### src/rtl/core/transpose_cache_directory_unit_macros.svh
// Assertion macros for the transpose cache directory.
// Used by the top level; expects a clock i_clk and an active-low reset i_rst_n in scope.
`ifndef TRANSPOSE_CACHE_DIRECTORY_UNIT_MACROS_SVH
`define TRANSPOSE_CACHE_DIRECTORY_UNIT_MACROS_SVH

// Property checked at every rising edge, switched off while reset is held.
`define TCD_ASSERT(label, prop, msg) \
    label: assert property (@(posedge i_clk) disable iff (!i_rst_n) (prop)) else $error(msg);

// Implication whose consequent is checked in the cycle after the antecedent, switched off while reset is held.
`define TCD_ASSERT_NEXT(label, pre, post, msg) \
    label: assert property (@(posedge i_clk) disable iff (!i_rst_n) (pre) |=> (post)) \
        else $error(msg);

`endif

### src/rtl/core/tcd_pkg.sv
// Shared types and constants of the transpose cache directory.
// No dependencies; imported by every other file of the block but the assertion macro header.
package tcd_pkg;

    localparam int ENTRIES    = 512;
    localparam int INDEX_BITS = 24;

    localparam int TABLE_W = 3;
    localparam int FIELD_W = 24;
    localparam int MODE_W  = 2;
    localparam int CAP_W   = 10;
    localparam int FSLOT_W = 9;
    localparam int CNT_W   = 32;

    // Stored index width: the key is compared in its low INDEX_BITS bits.
    localparam int IDX_W  = (INDEX_BITS < FIELD_W) ? INDEX_BITS : FIELD_W;
    localparam int SLOT_W = $clog2(ENTRIES);
    localparam int OCC_W  = $clog2(ENTRIES + 1);
    localparam int CMP_W  = (OCC_W > CAP_W) ? OCC_W : CAP_W;

    localparam logic [CAP_W-1:0] CAP_RESET = CAP_W'(512);

    typedef enum logic [MODE_W-1:0] {
        MODE_ACCESS = 2'd0,
        MODE_PROBE  = 2'd1,
        MODE_CLEAR  = 2'd2,
        MODE_NONE   = 2'd3
    } t_mode;

    typedef struct packed {
        logic [TABLE_W-1:0] tbl;
        logic [IDX_W-1:0]   idx;
    } t_entry;

    typedef struct packed {
        logic cmp_en;
        logic in_use;
        logic take_prev;
        logic take_next;
    } t_cell_ctl;

endpackage

### src/rtl/core/tcd_cell.sv
// One directory slot: holds a key, compares it and moves it to or from its neighbours.
// Depends on tcd_pkg.
module tcd_cell
    import tcd_pkg::*;
(
    input  logic      i_clk,
    input  logic      i_rst_n,
    input  t_cell_ctl i_ctl,
    input  t_entry    i_key,
    input  t_entry    i_prev,
    input  t_entry    i_next,
    output t_entry    o_data,
    output logic      o_match
);

    t_entry r_data;
    logic   r_match;

    always_ff @(posedge i_clk) begin
        if (i_ctl.take_prev) begin
            r_data <= i_prev;
        end else if (i_ctl.take_next) begin
            r_data <= i_next;
        end
    end

    // The match is only meaningful for a slot that is in use.
    always_ff @(posedge i_clk) begin
        if (!i_rst_n) begin
            r_match <= 1'b0;
        end else if (i_ctl.cmp_en) begin
            r_match <= i_ctl.in_use && (r_data == i_key);
        end
    end

    assign o_data  = r_data;
    assign o_match = r_match;

endmodule

### config.mk
export PLATFORM = sky130hd
export DESIGN_NAME = tcd_cell
export DESIGN_NICKNAME = d
export VERILOG_FILES = /design/src/rtl/core/transpose_cache_directory_unit_macros.svh /design/src/rtl/core/tcd_pkg.sv /design/src/rtl/core/tcd_cell.sv
export SDC_FILE = /design/constraint.sdc
export NUM_CORES = 1
export LEC_CHECK = 0
export BUFFER_PORTS_ARGS = -buffer_cell sky130_fd_sc_hd__buf_4
export CORE_ASPECT_RATIO = 0.9
export CORE_MARGIN = 3
export CORE_UTILIZATION = 39
export DETAILED_ROUTE_END_ITERATION = 8
export MAX_ROUTING_LAYER = met4
export PLACE_DENSITY = 0.76
export SYNTH_ARGS = -nofsm -noshare
export SYNTH_HDL_FRONTEND = slang
export SYNTH_SLANG_ARGS = --single-unit
export TNS_END_PERCENT = 5
### constraint.sdc
create_clock -name i_clk -period 1.88 [get_ports i_clk]
set_input_delay 0.47 -clock i_clk [delete_from_list [all_inputs] [get_ports i_clk]]
set_output_delay 0.47 -clock i_clk [all_outputs]
set_load 0.02 [all_outputs]
; Yosys cells after proc, flatten, opt, wreduce, memory -nomap -nowiden
; Cells that the tools add are included.
[word_totals]
output_inout_bits = 28
elab_cells = 8
register_bits = 28
[classes]
mux = 2
reduce_logical = 2
eq_ne = 1
[ops]
columns = cell, count
row1 = $mux W27, 2
row2 = $eq A27 B27 Y1, 1
row3 = $reduce_bool A2 Y1, 1
row4 = $logic_and A1 B1 Y1, 1

; Logic depth before layout (Yosys ltp)
; Gate-level depths: netlist of run 1.
[depth]
word_depth = 2
depth_mapped = 4

; Worst setup path before layout of run 1
; No wires, ideal clock.
[synth_path]
path_type = input port to flip-flop
from = in i_ctl[1] (netlist bit)
to = reg r_data, in the netlist o_data[0] (enable)
arrival_time_ns = 1.239
n_path_buf = 2
cell_stages = 3
path_slack_ns = 0.273
required_ns = 1.513
cell_sequence = buf_2 buf_6 or2_2
[synth_between]
elab_chain_cells = 1
[synth_rtl]
columns = element, line
row1 = from (decl), tcd_cell.sv:8  ; input t_cell_ctl i_ctl,
row2 = $reduce_bool A2 Y1 (no line), -
row3 = to (signal assigned), tcd_cell.sv:21  ; r_data <= i_prev;
row4 = to (signal assigned), tcd_cell.sv:23  ; r_data <= i_next;
row5 = to (decl), tcd_cell.sv:16  ; t_entry r_data;
; Every way passes these cells.
; A chain may end at the register's enable or synchronous reset.

; Final worst setup path of run 1
[layout_path]
from = reg r_data, in the netlist o_data[10]
to = reg r_match, in the netlist o_match
[layout_between]
elab_chain_cells = 2
[layout_rtl]
columns = element, line
row1 = $eq A27 B27 Y1, tcd_cell.sv:32  ; r_match <= i_ctl.in_use && (r_data == i_key);
row2 = $logic_and A1 B1 Y1, tcd_cell.sv:32
row3 = to (signal assigned), tcd_cell.sv:32
row4 = to (decl), tcd_cell.sv:17  ; logic r_match;
; Every way passes these cells.

==> impl_metrics.ini, run 1 <==
[run_status]
outcome = completed

[worst_setup_path]
cpPeakStageDelay_ns = 0.49
worstPathMaxFanout = 2
crit_required_ns = 2.08
start_kind = register
critical_path_class = register to register
cp-end-kind = register
cp.arrival_ns = 1.71
slowest_stage = nor4_1
crit_chain = xor2_1 -> nor4_1 -> nand4_1 -> o21ai_1
path_buf_inv = 0
crit_family = simple AND/OR/NAND/NOR gates

[finish]
regArea_um2 = 831
fill_cells = 261
multi_input_area_um2 = 619
antenna_cells = 0
final_layout_size_suffix_gt1_frac = 0.690
area.growth.synth_to_final_pct = 65.9
layout_commonest_cell = buf_4
nNetsFinal = 304
instances_no_fill = 260
final_cell_mix = 116 x buf_4, 27 x mux2_2, 27 x xor2_1, 27 x edfxtp_1, 7 x nor4_1

[drt]
routedWlPerCell_um = 15.9
wl_mm = 4.14
drtIter0Drc = 28
route.detailed.drc = 0
num_vias = 1248
drtAntennaViolNets = 0
viasPerCell = 4.80
first_pass_iters = 4

[timing]
layout_setup_ws_ns = 0.374
drv_slew = 0
finalSetupTns_ns = 0
max_freq_mhz = 664
setup_viol = 0
rsz0062_at_grt = no
fin_crit_sh = 0.801
maxSlewHeadroom = 0.654
tightest_slew_ns = 0.514
holdWs_ns = 0.492
fin_skew_ns = 0.00157
layout_min_cycle_time_ns = 1.51
hold_viol = 0

[logic_synthesis]
syn_area_um2 = 1480
synth-seq-cells = 28
synth_cells = 98
syn_nets = 185
syn_area_per_cell_um2 = 15.1
yosysUniqueCellTypes = 12
yosysWarnings = 0
yosysSeqAreaShare = 0.562

[clock_network]
post_cts_buffers = 0
clock_sinks = 28
cts_hold_buf = 0
htreeDepth = 1
cts_tree = yes
cts_root_buf = clkbuf_8
numCtsBuffers = 3
cts.repair.resized = 0
clk_pin_slew_worst_paths_ns = 0.09
clock_latency_ns = 0.26
clockBufferDepth = 2

[power_and_ir_drop]
peakVddDrop_v = 0.000416
p_sw_frac = 0.260
internal_power_uw = 1230
power_leakage_uw = 0.00111
powerDensity_nw_per_um2 = 677
p_seq_frac = 0.491
p_sw_uw = 432
clockPowerShare = 0.218
combPwrFrac = 0.291

[floorplanning]
die_w_um = 70.9
design.core.area_um2 = 3500
die_h_um = 64.4
start_util = 0.422
die_area_um2 = 4560
ios = 115
rows = 20

[job]
maxCapViolCount = 0

[placement]
gp_congestion = 0.819
io_buffers = 114
numPlacedInstances = 256
dpl_worst_slack_ns = 0.242
dp_hpwl_mm = 3.52

[global_routing]
gr-total-overflow = 0
grt_pass1_wl_mm = 6.39
antenna_found_initial = 0
grt_pass1_vias = 1378
grt_max_degree = 18
grt_usage = 0.187

[min_path]
min_path_type = input pin to register
-- cell type report --
cell class / count / area share
Tap cell: 44 / 0.0225
Sequential cell: 28 / 0.339
Clock buffer: 4 / 0.0225
Multi-Input combinational cell: 67 / 0.253
Timing Repair Buffer: 117 / 0.363
-- kinds of logic after synthesis --
| family | synth area share |
|---|---|
| compound gates | 0.00338 |
| xor+xnor | 0.160 |
| buf+inv | 0.0186 |
| flops | 0.562 |
| mux | 0.206 |
| simple gates | 0.0500 |
-- power groups by stage --
stage,clock [uW],combinational [uW],sequential [uW]
after floorplan,0,130,903
after global placement,0,476,830
after detailed placement,0,486,828
after CTS,365,488,815
after global routing,393,514,823
final,361,483,814
-- stage by stage --
stage / instance area [um2] / total power [uW] / util
final: 2450 / 1660 / 0.700
after global routing: 2450 / 1730 / 0.700
after CTS: 2450 / 1670 / 0.700
after detailed placement: 2400 / 1310 / 0.684
after global placement: 2400 / 1310 / 0.684
after floorplan: 1480 / 1030 / -
-- Yosys cell counts --
library cell   n  share of area
or2_2          1         0.0042
edfxtp_1      27           0.55
nand4_1        1         0.0042
mux2_2        27           0.21
dfxtp_1        1          0.014
buf_2          1         0.0034
nand3_1        2         0.0068
nand3b_1       1         0.0051
xor2_1        27           0.16
o21ai_1        1         0.0034
nor4_1         7          0.030
buf_6          2          0.015
-- state kept, by name, indices dropped and copies added, names as in the netlist --
signal,count
o_data,27
o_match,1
-- layer usage --
metal  share of wire  vias to the layer above  GRT usage
li1                -                      603          -
met1            0.38                      571      0.211
met2            0.52                       68      0.331
met3           0.083                        6     0.0377
met4           0.018                        0     0.0587
met5               0                        -          -
-- worst min-delay path: cells and delay by family --
kind	cells	cell delay, ns
AO/OA/AOI/OAI	1	0.08
buffers and inverters	1	0.08
AND/OR/NAND/NOR	1	0.09
-- final timing paths --
kind,startpoint,endpoint,slack [ns],cells past startpoint
worst max-delay path,o_data[10]$_DFFE_PP_,o_match$_SDFFE_PN0P_,0.37,4
worst min-delay path,i_rst_n,o_match$_SDFFE_PN0P_,0.49,3
worst max register to register,o_data[10]$_DFFE_PP_,o_match$_SDFFE_PN0P_,0.37,4
worst min register to register,o_match$_SDFFE_PN0P_,o_match$_SDFFE_PN0P_,0.53,2
Note: power is estimated with default switching activity, not from simulation.
==> run 2, diff against run 1 <==
--- a/config.mk
+++ b/config.mk
@@ -8,10 +8,10 @@
 export BUFFER_PORTS_ARGS = -buffer_cell sky130_fd_sc_hd__buf_4
 export CORE_ASPECT_RATIO = 0.9
 export CORE_MARGIN = 3
-export CORE_UTILIZATION = 39
+export CORE_UTILIZATION = 35
 export DETAILED_ROUTE_END_ITERATION = 8
 export MAX_ROUTING_LAYER = met4
-export PLACE_DENSITY = 0.76
+export PLACE_DENSITY = 0.72
 export SYNTH_ARGS = -nofsm -noshare
 export SYNTH_HDL_FRONTEND = slang
 export SYNTH_SLANG_ARGS = --single-unit
==> constraint.sdc (replaced) <==
create_clock -name i_clk -period 1.36 [get_ports i_clk]
set_input_delay 0.34 -clock i_clk [delete_from_list [all_inputs] [get_ports i_clk]]
set_output_delay 0.34 -clock i_clk [all_outputs]
set_load 0.02 [all_outputs]
==> run 2 against run 1 <==
  * Highest routed layer unchanged
  * Critical path depth rose by 1
  * Flip-flop and latch count did not move
  * Die area is 10% higher
  * Worst hold slack worse by 0.14 ns
  * Global-route usage is 2.6 points lower
  * Clock skew up 0.0061 ns
  * Register-to-register slack lost 0.37 ns
  * Via count up 0.72%
  * Worst setup slack got worse by 0.37 ns
  * Clock-buffer cell count unchanged
  * Sequential share of layout area fell by 0.51 points
  * Largest power group unchanged
==> impl_metrics.ini, run 2 (synthesis gave the netlist of run 1 again) <==
[run_status]
outcome = completed

[worst_setup_path]
rr_worst_depth = 5
crit_family = flip-flops
crit-reg2reg-launch = o_data[21]$_DFFE_PP_
worst-path-stages = 5
path_buf_inv = 1
worstPathMaxFanout = 2
cpPeakStageDelay_ns = 0.42
startpoint = o_data[21]$_DFFE_PP_
cp-end-kind = register
slowest_stage = edfxtp_1
crit_chain = xor2_1 -> nor4_2 -> buf_4 -> nand3_1 -> o21ai_1
crit_required_ns = 1.56
start_kind = register
critical_path_class = register to register
cp.arrival_ns = 1.56

[min_path]
hold_depth = 3
min_from = i_rst_n
min_path_type = input pin to register

[finish]
final_cell_mix = 117 x buf_4, 27 x mux2_2, 27 x xor2_1, 27 x edfxtp_1
nNetsFinal = 305
antenna_cells = 0
layout_commonest_cell = buf_4
largest_reg_flops = 27
final_layout_size_suffix_gt1_frac = 0.710
post-route-util = 0.640
area.growth.synth_to_final_pct = 68.4

[timing]
max_freq_mhz = 737
fin_skew_ns = 0.00765
tightest_slew_ns = 0.375
rsz0062_at_grt = yes
layout_min_cycle_time_ns = 1.36
holdWs_ns = 0.350
maxSlewHeadroom = 0.748
drv_slew = 0
fin_crit_sh = 0.998
setup_viol = 0
hold_viol = 0

[global_routing]
grt_usage = 0.161
grt_pass1_wl_mm = 5.89
gr-total-overflow = 0
grt_max_degree = 28
antenna_found_initial = 0
grt_pass1_vias = 1262

[drt]
routedWlPerCell_um = 15.8
wl_mm = 4.15
route.detailed.drc = 0
drtAntennaViolNets = 0
viasPerCell = 4.78
num_vias = 1257
first_pass_iters = 4
drtIter0Drc = 62

[floorplanning]
die_w_um = 74.5
die_area_um2 = 5040
rows = 21
start_util = 0.380
die_h_um = 67.6
ios = 115
design.core.area_um2 = 3890

[job]
maxCapViolCount = 0

[clock_network]
post_cts_buffers = 0
clock_sinks = 28
cts_root_buf = clkbuf_8
numCtsBuffers = 3
clockBufferDepth = 2
cts_hold_buf = 0
htreeDepth = 1
clk_pin_slew_worst_paths_ns = 0.09
cts.repair.resized = 1
cts_tree = yes
clock_latency_ns = 0.27

[power_and_ir_drop]
powerDensity_nw_per_um2 = 932
power_leakage_uw = 0.00112
peakVddDrop_v = 0.000641

[placement]
dp_hpwl_mm = 3.44
gp_congestion = 0.764
io_buffers = 114
run 2: worst reg2reg max path: cells and delay by family (launching register included):
| kind | cells | cell delay, ns |
|---|---|---|
| buffers and inverters | 1 | 0.16 |
| AND/OR/NAND/NOR | 2 | 0.40 |
| AO/OA/AOI/OAI | 1 | 0.15 |
| flip-flops | 1 | 0.42 |
| XOR/XNOR | 1 | 0.16 |
run 2: area by class of cell:
type / instances / area (um2)
clock buffer: 4 / 55.1
fill: 317 / 1400
tap: 46 / 57.6
timing repair buffer: 118 / 898
multi-input combinational: 67 / 647
sequential: 28 / 831
run 2: metrics by stage:
step	setup WS, ns	setup TNS [ns]	total power [uW]	instance area (um2)	cells
floorplan	0.0359	0	1430	1480	98
global placement	-0.0436	-0.0436	1800	2410	259
detailed placement	-0.0757	-0.0757	1820	2410	259
CTS	-0.00553	-0.00553	2330	2470	263
global route	-0.0598	-0.0598	2440	2490	263
finish	0.00308	0	2320	2490	263
run 2: worst paths after layout:
check / end / slack (ns)
max reg2reg: o_match$_SDFFE_PN0P_ / 0.003
min reg2reg: o_match$_SDFFE_PN0P_ / 0.51
max: o_match$_SDFFE_PN0P_ / 0.003
min: o_match$_SDFFE_PN0P_ / 0.35
run 2: where the power goes:
group          leakage [uW]  internal [uW]  total [uW]  switching [uW]
clock             0.0000288            259         510             251
sequential         0.000283           1060        1120            66.6
combinational      0.000806            391         687             296
run 2: per-layer routing:
layer  part of all wire  track usage
met3               0.11       0.0446
met1               0.38        0.189
met5                  0            -
met2               0.51        0.279
met4             0.0060       0.0267
